--- config.mk ---
export PLATFORM = sky130hd
export DESIGN_NAME = recursive_pixel_blur_filter
export DESIGN_NICKNAME = d
export VERILOG_FILES = /design/src/rtl/rpbf_pkg.sv /design/src/rtl/rpbf_div.sv /design/src/rtl/recursive_pixel_blur_filter.sv
export SDC_FILE = /design/constraint.sdc
export NUM_CORES = 1
export LEC_CHECK = 0
export BUFFER_PORTS_ARGS = -buffer_cell sky130_fd_sc_hd__buf_4
export CAP_MARGIN = 20
export CORE_UTILIZATION = 30
export DETAILED_ROUTE_END_ITERATION = 10
export GPL_TIMING_DRIVEN = 0
export SKIP_CTS_REPAIR_TIMING = 1
export SYNTH_ARGS = -nofsm -noshare
export SYNTH_HDL_FRONTEND = slang
export SYNTH_SLANG_ARGS = --single-unit
--- constraint.sdc ---
create_clock -name clk_i -period 15.7 [get_ports clk_i]
set_clock_uncertainty 0.15 [all_clocks]
set_input_delay 1.57 -clock clk_i [delete_from_list [all_inputs] [get_ports clk_i]]
set_output_delay 1.57 -clock clk_i [all_outputs]
set_load 0.01 [all_outputs]
--- src/rtl/rpbf_pkg.sv ---
// Shared constants and the pack565 function for the recursive pixel blur filter.
// No dependencies; imported by the top level.
package rpbf_pkg;

  localparam int NUM_CH     = 3;
  localparam int CH_W       = 8;
  localparam int CFG_ADDR_W = 1;
  localparam int CFG_DATA_W = 12;
  localparam int WEIGHT_W   = 12;

  // configuration register indexes
  localparam logic [CFG_ADDR_W-1:0] CFG_BLUR_WEIGHT = 1'b0;
  localparam logic [CFG_ADDR_W-1:0] CFG_COLOR_MODE  = 1'b1;

  localparam logic [WEIGHT_W-1:0] BLUR_WEIGHT_RST = 12'd2048;

  // opcodes carried in tuser
  localparam logic OP_SEED   = 1'b0;
  localparam logic OP_FILTER = 1'b1;

  // color modes
  localparam logic MODE_RGB888 = 1'b0;
  localparam logic MODE_RGB565 = 1'b1;

  // per-channel ceilings in 565 mode (red, green, blue)
  localparam logic [CH_W-1:0] CH_MAX_565 [NUM_CH] = '{8'd31, 8'd63, 8'd31};

  function automatic logic [15:0] pack565(logic [CH_W-1:0] r, logic [CH_W-1:0] g,
                                          logic [CH_W-1:0] b);
    return {r[4:0], g[5:0], b[4:0]};
  endfunction

endpackage

--- src/rtl/rpbf_div.sv ---
// Restoring radix-2 divider, one quotient bit per cycle.
// Standalone; used by the blur filter top level for the seed average.
module rpbf_div #(
  parameter int DW = 26,
  parameter int NW = 7
) (
  input  logic          clk_i,
  input  logic          rst_ni,
  input  logic          start_i,
  input  logic [DW-1:0] dividend_i,
  input  logic [NW-1:0] divisor_i,
  output logic          done_o,
  output logic [DW-1:0] quotient_o
);

  localparam int CW = $clog2(DW + 1);

  logic          busy_q;
  logic          done_q;
  logic [CW-1:0] cnt_q;
  logic [DW-1:0] dvd_q;
  logic [NW-1:0] rem_q;
  logic [NW:0]   trial;
  logic [NW:0]   diff;
  logic          qbit;

  assign trial = {rem_q, dvd_q[DW-1]};
  assign diff  = trial - {1'b0, divisor_i};
  assign qbit  = (trial >= {1'b0, divisor_i});

  always_ff @(posedge clk_i or negedge rst_ni) begin
    if (!rst_ni) begin
      busy_q <= 1'b0;
      done_q <= 1'b0;
      cnt_q  <= '0;
    end else begin
      done_q <= 1'b0;
      if (start_i) begin
        busy_q <= 1'b1;
        cnt_q  <= CW'(DW);
      end else if (busy_q) begin
        cnt_q <= cnt_q - CW'(1);
        if (cnt_q == CW'(1)) begin
          busy_q <= 1'b0;
          done_q <= 1'b1;
        end
      end
    end
  end

  // shift the dividend out at the top, shift quotient bits in at the bottom
  always_ff @(posedge clk_i) begin
    if (start_i) begin
      dvd_q <= dividend_i;
      rem_q <= '0;
    end else if (busy_q) begin
      dvd_q <= {dvd_q[DW-2:0], qbit};
      rem_q <= qbit ? diff[NW-1:0] : trial[NW-1:0];
    end
  end

  assign done_o     = done_q;
  assign quotient_o = dvd_q;

endmodule

--- src/rtl/recursive_pixel_blur_filter.sv ---
// Three-channel one-pole recursive blur with seed averaging.
// Depends on rpbf_pkg (constants, pack565) and rpbf_div (seed average divider).
//
//  channel   | direction | payload
//  ----------+-----------+--------------------------------------------------
//  s_axis    | in        | tuser: opcode; tdata: red, green, blue (8b each)
//  m_axis    | out       | tdata: red_out, green_out, blue_out (8b each)
//  cfg       | in        | index 0 blur_weight (12b), index 1 color_mode (1b)
//
// A seed request completes at accept; a filter request passes accept, equal-word
// check, 7 steps of the shared multiplier and finish, or skips the steps on an
// equal-word match. The first filter request after seeding also runs the
// bit-serial seed-average divider once per channel.
// Reset clears sums, accumulators, seed count and last word; no clearing pass.
// A result waits in the output register; finish holds until that register frees.
module recursive_pixel_blur_filter #(
  parameter int MAX_SEED      = 64,
  parameter int FRACTION_BITS = 12
) (
  input  logic                                  clk_i,
  input  logic                                  rst_ni,
  // slave stream
  input  logic                                  s_axis_tvalid,
  output logic                                  s_axis_tready,
  input  logic [23:0]                           s_axis_tdata,  // red, green, blue
  input  logic                                  s_axis_tuser,  // opcode
  // master stream
  output logic                                  m_axis_tvalid,
  input  logic                                  m_axis_tready,
  output logic [23:0]                           m_axis_tdata,  // red_out, green_out, blue_out
  // configuration write port
  input  logic                                  cfg_we_i,
  input  logic [rpbf_pkg::CFG_ADDR_W-1:0]       cfg_addr_i,
  input  logic [rpbf_pkg::CFG_DATA_W-1:0]       cfg_wdata_i
);

  import rpbf_pkg::*;

  localparam int FB    = FRACTION_BITS;
  localparam int SW    = CH_W + FB;                       // running sum width
  localparam int KW    = (FB + 1 > WEIGHT_W) ? FB + 1 : WEIGHT_W;
  localparam int CNT_W = $clog2(MAX_SEED + 1);
  localparam int ACC_W = $clog2(MAX_SEED * 255 + 1);
  localparam int DW    = ACC_W + FB;
  localparam int PW    = SW + KW;

  localparam logic [KW-1:0] ONE_FIX  = KW'(1) << FB;
  localparam logic [SW:0]   HALF_FIX = (SW + 1)'(1) << (FB - 1);

  localparam logic [2:0] ST_IDLE  = 3'd0;
  localparam logic [2:0] ST_DIV   = 3'd1;
  localparam logic [2:0] ST_CHECK = 3'd2;
  localparam logic [2:0] ST_MUL   = 3'd3;
  localparam logic [2:0] ST_FIN   = 3'd4;

  localparam logic [2:0] STEP_LAST = 3'd6;

  // configuration
  logic [WEIGHT_W-1:0] weight_q;
  logic                mode_q;

  // filter state
  logic [SW-1:0]    sum_q   [NUM_CH];
  logic [ACC_W-1:0] acc_q   [NUM_CH];
  logic [CNT_W-1:0] count_q;
  logic [15:0]      last_q;

  // sequencer
  logic [2:0] state_q, state_d;
  logic [1:0] chan_q;
  logic       div_run_q;
  logic [2:0] step_q;
  logic       bypass_q;

  // datapath
  logic [CH_W-1:0] px_in  [NUM_CH];
  logic [CH_W-1:0] px_q   [NUM_CH];
  logic [PW-1:0]   prod_q;
  logic [SW-1:0]   part_q;
  logic [CH_W-1:0] res    [NUM_CH];
  logic [CH_W-1:0] out_q  [NUM_CH];
  logic            out_valid_q;

  logic            in_fire;
  logic            mode565;
  logic [KW-1:0]   k_eff;
  logic [KW-1:0]   k_inv;
  logic [1:0]      mul_ch;
  logic [1:0]      wr_ch;
  logic [SW-1:0]   mul_a;
  logic [KW-1:0]   mul_b;
  logic [SW:0]     upd_sum;
  logic            out_free;
  logic            div_start;
  logic            div_done;
  logic [DW-1:0]   div_quot;

  assign mode565       = (mode_q == MODE_RGB565);
  assign s_axis_tready = (state_q == ST_IDLE);
  assign in_fire       = s_axis_tvalid && s_axis_tready;
  assign out_free      = !out_valid_q || m_axis_tready;

  // mask the incoming channels to the active color format
  always_comb begin
    for (int c = 0; c < NUM_CH; c++) begin
      px_in[c] = s_axis_tdata[CH_W*c +: CH_W];
      if (mode565) px_in[c] = px_in[c] & CH_MAX_565[c];
    end
  end

  // clamp the weight to one and form its complement
  assign k_eff = (KW'(weight_q) > ONE_FIX) ? ONE_FIX : KW'(weight_q);
  assign k_inv = ONE_FIX - k_eff;

  // shared multiplier operands: even steps sum*k, odd steps pixel*(1-k)
  assign mul_ch  = (step_q[2:1] == 2'd3) ? 2'd2 : step_q[2:1];
  assign wr_ch   = step_q[2:1] - 2'd1;
  assign mul_a   = step_q[0] ? SW'(px_q[mul_ch]) : sum_q[mul_ch];
  assign mul_b   = step_q[0] ? k_inv : k_eff;
  assign upd_sum = {1'b0, part_q} + {1'b0, prod_q[SW-1:0]};

  // result formatting: pass the pixel on a skip, else truncate in 888 mode, round and saturate in 565 mode
  always_comb begin
    logic [SW:0]   rnd;
    logic [CH_W:0] r565;
    for (int c = 0; c < NUM_CH; c++) begin
      rnd  = {1'b0, sum_q[c]} + HALF_FIX;
      r565 = rnd[FB +: CH_W + 1];
      if (bypass_q) begin
        res[c] = px_q[c];
      end else if (mode565) begin
        res[c] = (r565 > {1'b0, CH_MAX_565[c]}) ? CH_MAX_565[c] : r565[CH_W-1:0];
      end else begin
        res[c] = sum_q[c][FB +: CH_W];
      end
    end
  end

  assign div_start = (state_q == ST_DIV) && !div_run_q;

  rpbf_div #(
    .DW (DW),
    .NW (CNT_W)
  ) u_div (
    .clk_i      (clk_i),
    .rst_ni     (rst_ni),
    .start_i    (div_start),
    .dividend_i ({acc_q[chan_q], {FB{1'b0}}}),
    .divisor_i  (count_q),
    .done_o     (div_done),
    .quotient_o (div_quot)
  );

  // next state
  always_comb begin
    state_d = state_q;
    unique case (state_q)
      ST_IDLE: begin
        if (in_fire && s_axis_tuser == OP_FILTER) begin
          state_d = (count_q != '0) ? ST_DIV : ST_CHECK;
        end
      end
      ST_DIV: begin
        if (div_run_q && div_done && chan_q == 2'd2) state_d = ST_CHECK;
      end
      ST_CHECK: begin
        if (mode565 && pack565(px_q[0], px_q[1], px_q[2]) == last_q) begin
          state_d = ST_FIN;
        end else begin
          state_d = ST_MUL;
        end
      end
      ST_MUL: begin
        if (step_q == STEP_LAST) state_d = ST_FIN;
      end
      ST_FIN: begin
        if (out_free) state_d = ST_IDLE;
      end
      default: state_d = ST_IDLE;
    endcase
  end

  // configuration registers
  always_ff @(posedge clk_i or negedge rst_ni) begin
    if (!rst_ni) begin
      weight_q <= BLUR_WEIGHT_RST;
      mode_q   <= MODE_RGB888;
    end else if (cfg_we_i) begin
      unique case (cfg_addr_i)
        CFG_BLUR_WEIGHT: weight_q <= cfg_wdata_i[WEIGHT_W-1:0];
        CFG_COLOR_MODE:  mode_q   <= cfg_wdata_i[0];
        default: ;
      endcase
    end
  end

  // sequencer and filter state
  always_ff @(posedge clk_i or negedge rst_ni) begin
    if (!rst_ni) begin
      state_q     <= ST_IDLE;
      chan_q      <= '0;
      div_run_q   <= 1'b0;
      step_q      <= '0;
      bypass_q    <= 1'b0;
      count_q     <= '0;
      last_q      <= '0;
      out_valid_q <= 1'b0;
      for (int c = 0; c < NUM_CH; c++) begin
        sum_q[c] <= '0;
        acc_q[c] <= '0;
      end
    end else begin
      state_q <= state_d;
      // load the output register on finish, drop it once taken downstream
      if (state_q == ST_FIN && out_free) begin
        out_valid_q <= 1'b1;
      end else if (m_axis_tready) begin
        out_valid_q <= 1'b0;
      end

      unique case (state_q)
        ST_IDLE: begin
          chan_q    <= '0;
          div_run_q <= 1'b0;
          step_q    <= '0;
          if (in_fire && s_axis_tuser == OP_SEED) begin
            // seed: accumulate until saturated, always drop the last word
            if (count_q < CNT_W'(MAX_SEED)) begin
              for (int c = 0; c < NUM_CH; c++) begin
                acc_q[c] <= acc_q[c] + ACC_W'(px_in[c]);
              end
              count_q <= count_q + CNT_W'(1);
            end
            last_q <= '0;
          end
        end
        ST_DIV: begin
          if (!div_run_q) begin
            div_run_q <= 1'b1;
          end else if (div_done) begin
            sum_q[chan_q] <= div_quot[SW-1:0];
            acc_q[chan_q] <= '0;
            div_run_q     <= 1'b0;
            chan_q        <= chan_q + 2'd1;
            if (chan_q == 2'd2) count_q <= '0;
          end
        end
        ST_CHECK: begin
          bypass_q <= mode565 && (pack565(px_q[0], px_q[1], px_q[2]) == last_q);
        end
        ST_MUL: begin
          step_q <= step_q + 3'd1;
          if (!step_q[0] && step_q != 3'd0) sum_q[wr_ch] <= upd_sum[SW-1:0];
        end
        ST_FIN: begin
          if (out_free && mode565 && !bypass_q) begin
            last_q <= pack565(res[0], res[1], res[2]);
          end
        end
        default: ;
      endcase
    end
  end

  // datapath registers, no reset needed
  always_ff @(posedge clk_i) begin
    if (in_fire) begin
      for (int c = 0; c < NUM_CH; c++) px_q[c] <= px_in[c];
    end
    if (state_q == ST_MUL && step_q != STEP_LAST) begin
      prod_q <= PW'(mul_a) * PW'(mul_b);
      if (step_q[0]) part_q <= prod_q[FB +: SW];
    end
    if (state_q == ST_FIN && out_free) begin
      for (int c = 0; c < NUM_CH; c++) out_q[c] <= res[c];
    end
  end

  assign m_axis_tvalid = out_valid_q;
  assign m_axis_tdata  = {out_q[2], out_q[1], out_q[0]};

endmodule

==> results.toml <==
[finish]
num_antenna_cells = 0
drive_above_1_share_pct = 6.76
multi_input_area_um2 = 14100
regArea_um2 = 7710
fillers = 7850
design_area_um2 = 26400
area_growth_syn_to_layout_pct = 13.4
nNetsFinal = 2964

[clock_network]
clock_latency_ns = 0.55
clk_pin_slew_ns = 0.06
htreeDepth = 2
cts_tree = "yes"
clockBufferDepth = 3
cts.sinks = 289
cts-buffers-inserted = 34
clockRootBuffer = "clkbuf_16"

[critical_path]
r2r_cells = 23
cp_max_fo = 10
arrival_ns = 9.05
path_cells = "clkbuf_1 > clkbuf_1 > clkbuf_1 > mux2i_1 > a21oi_1 > nand2_1 > fa_1 > fa_1 > inv_1 > fa_1 > fa_1 > inv_1 > fa_1 > inv_1 > ha_1 > a21oi_1 > nor2b_1 > o21ai_0 > o211a_1 > o31ai_1 > a21boi_0 > a21oi_1 > xor2_1"
cp-end-kind = "register"
cpPeakStageDelay_ns = 0.90
critPathLaunch = "step_q[0]$_DFFE_PN0P_"
crit_required_ns = 15.82
worstSetupEndpoint = "prod_q[29]$_DFFE_PP_"
path_class = "reg2reg"
crit_top_cell = "fa_1"
reg2reg_setup_slack_ns = 6.78
timing.rr.end = "prod_q[29]$_DFFE_PP_"
regToRegStartpoint = "step_q[0]$_DFFE_PN0P_"
crit_slowest_cell = "a21oi_1"
critPathLaunchType = "register"

[synthesis]
async_flop_share_pct = 54.0
synth_area_leader_cell = "fa_1"
yosysSeqAreaShare_pct = 33.1
synth_edf_count = 114
ys_warn_count = 0
netlist_area_um2 = 23300
syn_inst = 2461
synthTopCellsByCount = "nand2_1 (347), inv_1 (291), fa_1 (202)"
synth_cell_types = 68
avgSynthCellArea_um2 = 9.46
synth_most_common_cell = "nand2_1"
yosys.area.top_type_share_pct = 17.4
ys.flop_type = "dfrtp_1"
synth_top_cells_by_area = "fa_1 (17%), dfrtp_1 (17%), edfxtp_1 (15%)"
ys_ff_latch = 289

[floorplanning]
ioPinCount = 69
die-area_um2 = 78800
num_rows = 101
die_w_um = 281
core_um2 = 76300
die_h_um = 281
initial_core_util_pct = 30.5

[timing]
finalCriticalPeriod_ns = 8.92
setup-tns-final_ns = 0
worst_pin_slew_ns = 1.10
maxSlewHeadroom_pct = 26.2
slew_viol_final = 0
hold_violations = 0
post-route-period-util_pct = 56.8
setup_viol = 0
rsz0062_at_grt = "false"
maxClockFrequency_mhz = 112

[global_route]
grt_busiest_layer = "met2"
use_met3_pct = 2.89
antenna_found_initial = 0
grt_max_degree = 85
grt_use_met1_pct = 24.7
grt_overflow = 0
grt_pass1_vias = 18200
grt.total_usage_pct = 17.8
use_met2_pct = 28.0
grt_pass1_wl_um = 107000

[job]
cap_violations = 0

[route]
drt_iter0_markers = 1679
firstDrtPassIters = 5
wl_per_cell_um = 19.2
wl_um = 69700
ant_nets = 0
viasPerCell = 5.09
remaining_drc_errors = 0
vias = 18500

[placed_design]
place.gp.congestion = 0.970
dpl_cell_area_um2 = 25200
dp_hpwl_um = 54800
portBuffers = 68

[status]
status = "complete, no violations"

[min_path]
hp-class = "reg2reg"
-- registers in the layout, summed over array words and instances (netlist names), 2 cells and up --
| signal | cells |
|---|---|
| last_q | 16 |
| acc_q | 42 |
| chan_q | 2 |
| prod_q | 32 |
| u_div.quotient_o | 26 |
| step_q | 3 |
| state_q | 3 |
| px_q | 24 |
| sum_q | 60 |
| weight_q | 12 |
| u_div.rem_q | 7 |
| out_q | 24 |
| count_q | 7 |
| part_q | 20 |
| u_div.cnt_q | 5 |
-- per-layer routing --
| metal | routed length (µm) | share of wire (%) |
|---|---|---|
| met4 | 2400 | 3.4 |
| met5 | 0 | 0 |
| met3 | 4640 | 6.7 |
| met1 | 30700 | 44 |
| met2 | 31900 | 46 |
-- layout make-up --
class	instances	area share [%]
Clock inverter	17	0.782
Sequential cell	289	29.2
Tap cell	1030	4.88
Clock buffer	44	3.64
Timing Repair Buffer	74	2.30
Buffer	114	1.67
Multi-Input combinational cell	1776	53.4
Inverter	291	4.14
-- cells by family (layout without fill, tap and decap cells) --
family | count (synthesis) | after routing | synth area share, %
xor+xnor | 102 | 102 | 3.84
compound gates | 514 | 514 | 13.7
fa+ha+maj | 341 | 341 | 24.8
simple gates | 729 | 729 | 14.0
other cells | 2 | 11 | 0.0322
flops | 289 | 289 | 33.1
buf+inv | 405 | 540 | 6.58
mux | 79 | 79 | 3.91
-- worst min path at each step --
stage	startpoint	to	slack (ns)	cells after the start
2_1_floorplan	prod_q[22]$_DFFE_PP_	part_q[10]$_DFFE_PP_	0.25	0
3_3_place_gp	prod_q[26]$_DFFE_PP_	part_q[14]$_DFFE_PP_	0.25	0
3_5_place_dp	prod_q[28]$_DFFE_PP_	part_q[16]$_DFFE_PP_	0.25	0
4_1_cts	prod_q[31]$_DFFE_PP_	part_q[19]$_DFFE_PP_	0.27	0
5_1_grt	prod_q[26]$_DFFE_PP_	part_q[14]$_DFFE_PP_	0.27	0
6_report	prod_q[26]$_DFFE_PP_	part_q[14]$_DFFE_PP_	0.26	0
-- critical path: cells and delay by family (launching register included) --
kind                     cells  cell delay, ns
adder cells (fa/ha/maj)      6            3.01
XOR/XNOR                     1            0.09
buffers and inverters        6            2.04
multiplexers                 1            0.24
AND/OR/NAND/NOR              2            0.30
flip-flops                   1            0.35
AO/OA/AOI/OAI                7            2.46
-- through the flow --
stage                     instances  hold slack [ns]  utilization, %  setup slack (ns)
after CTS                      3634            0.268            34.6              6.81
final                          3635            0.265            34.6              6.78
after global placement         3568            0.251            32.9              6.88
after global routing           3635            0.272            34.6              6.42
after detailed placement       3573            0.255            33.1              6.86
after floorplan                2470            0.250               -              8.69
-- cell usage in the layout, fill, tap and decap left out, types with 8 or more instances in the layout --
master	instances
nand2_1	347
inv_1	291
fa_1	202
o21ai_0	182
dfrtp_1	155
nor2_1	142
ha_1	139
edfxtp_1	114
a21oi_1	109
clkbuf_1	105
xnor2_1	70
buf_4	68
and2_1	57
mux2i_1	56
nand3_1	46
nor3_1	39
clkbuf_16	37
a22oi_1	35
xor2_1	32
nor2b_1	31
a21o_1	31
a22o_1	25
dfxtp_1	19
mux2_2	15
nand2b_1	14
o31ai_1	14
a31oi_1	14
o22ai_1	13
and3_1	12
nand4_1	12
a32oi_1	12
a211oi_1	11
o21a_1	11
conb_1	11
o21bai_1	10
buf_2	9
mux4_2	8
Power is left out: the tool's default activity adds up to more than one toggle a clock period on the data nets, which glitch-free logic cannot reach.
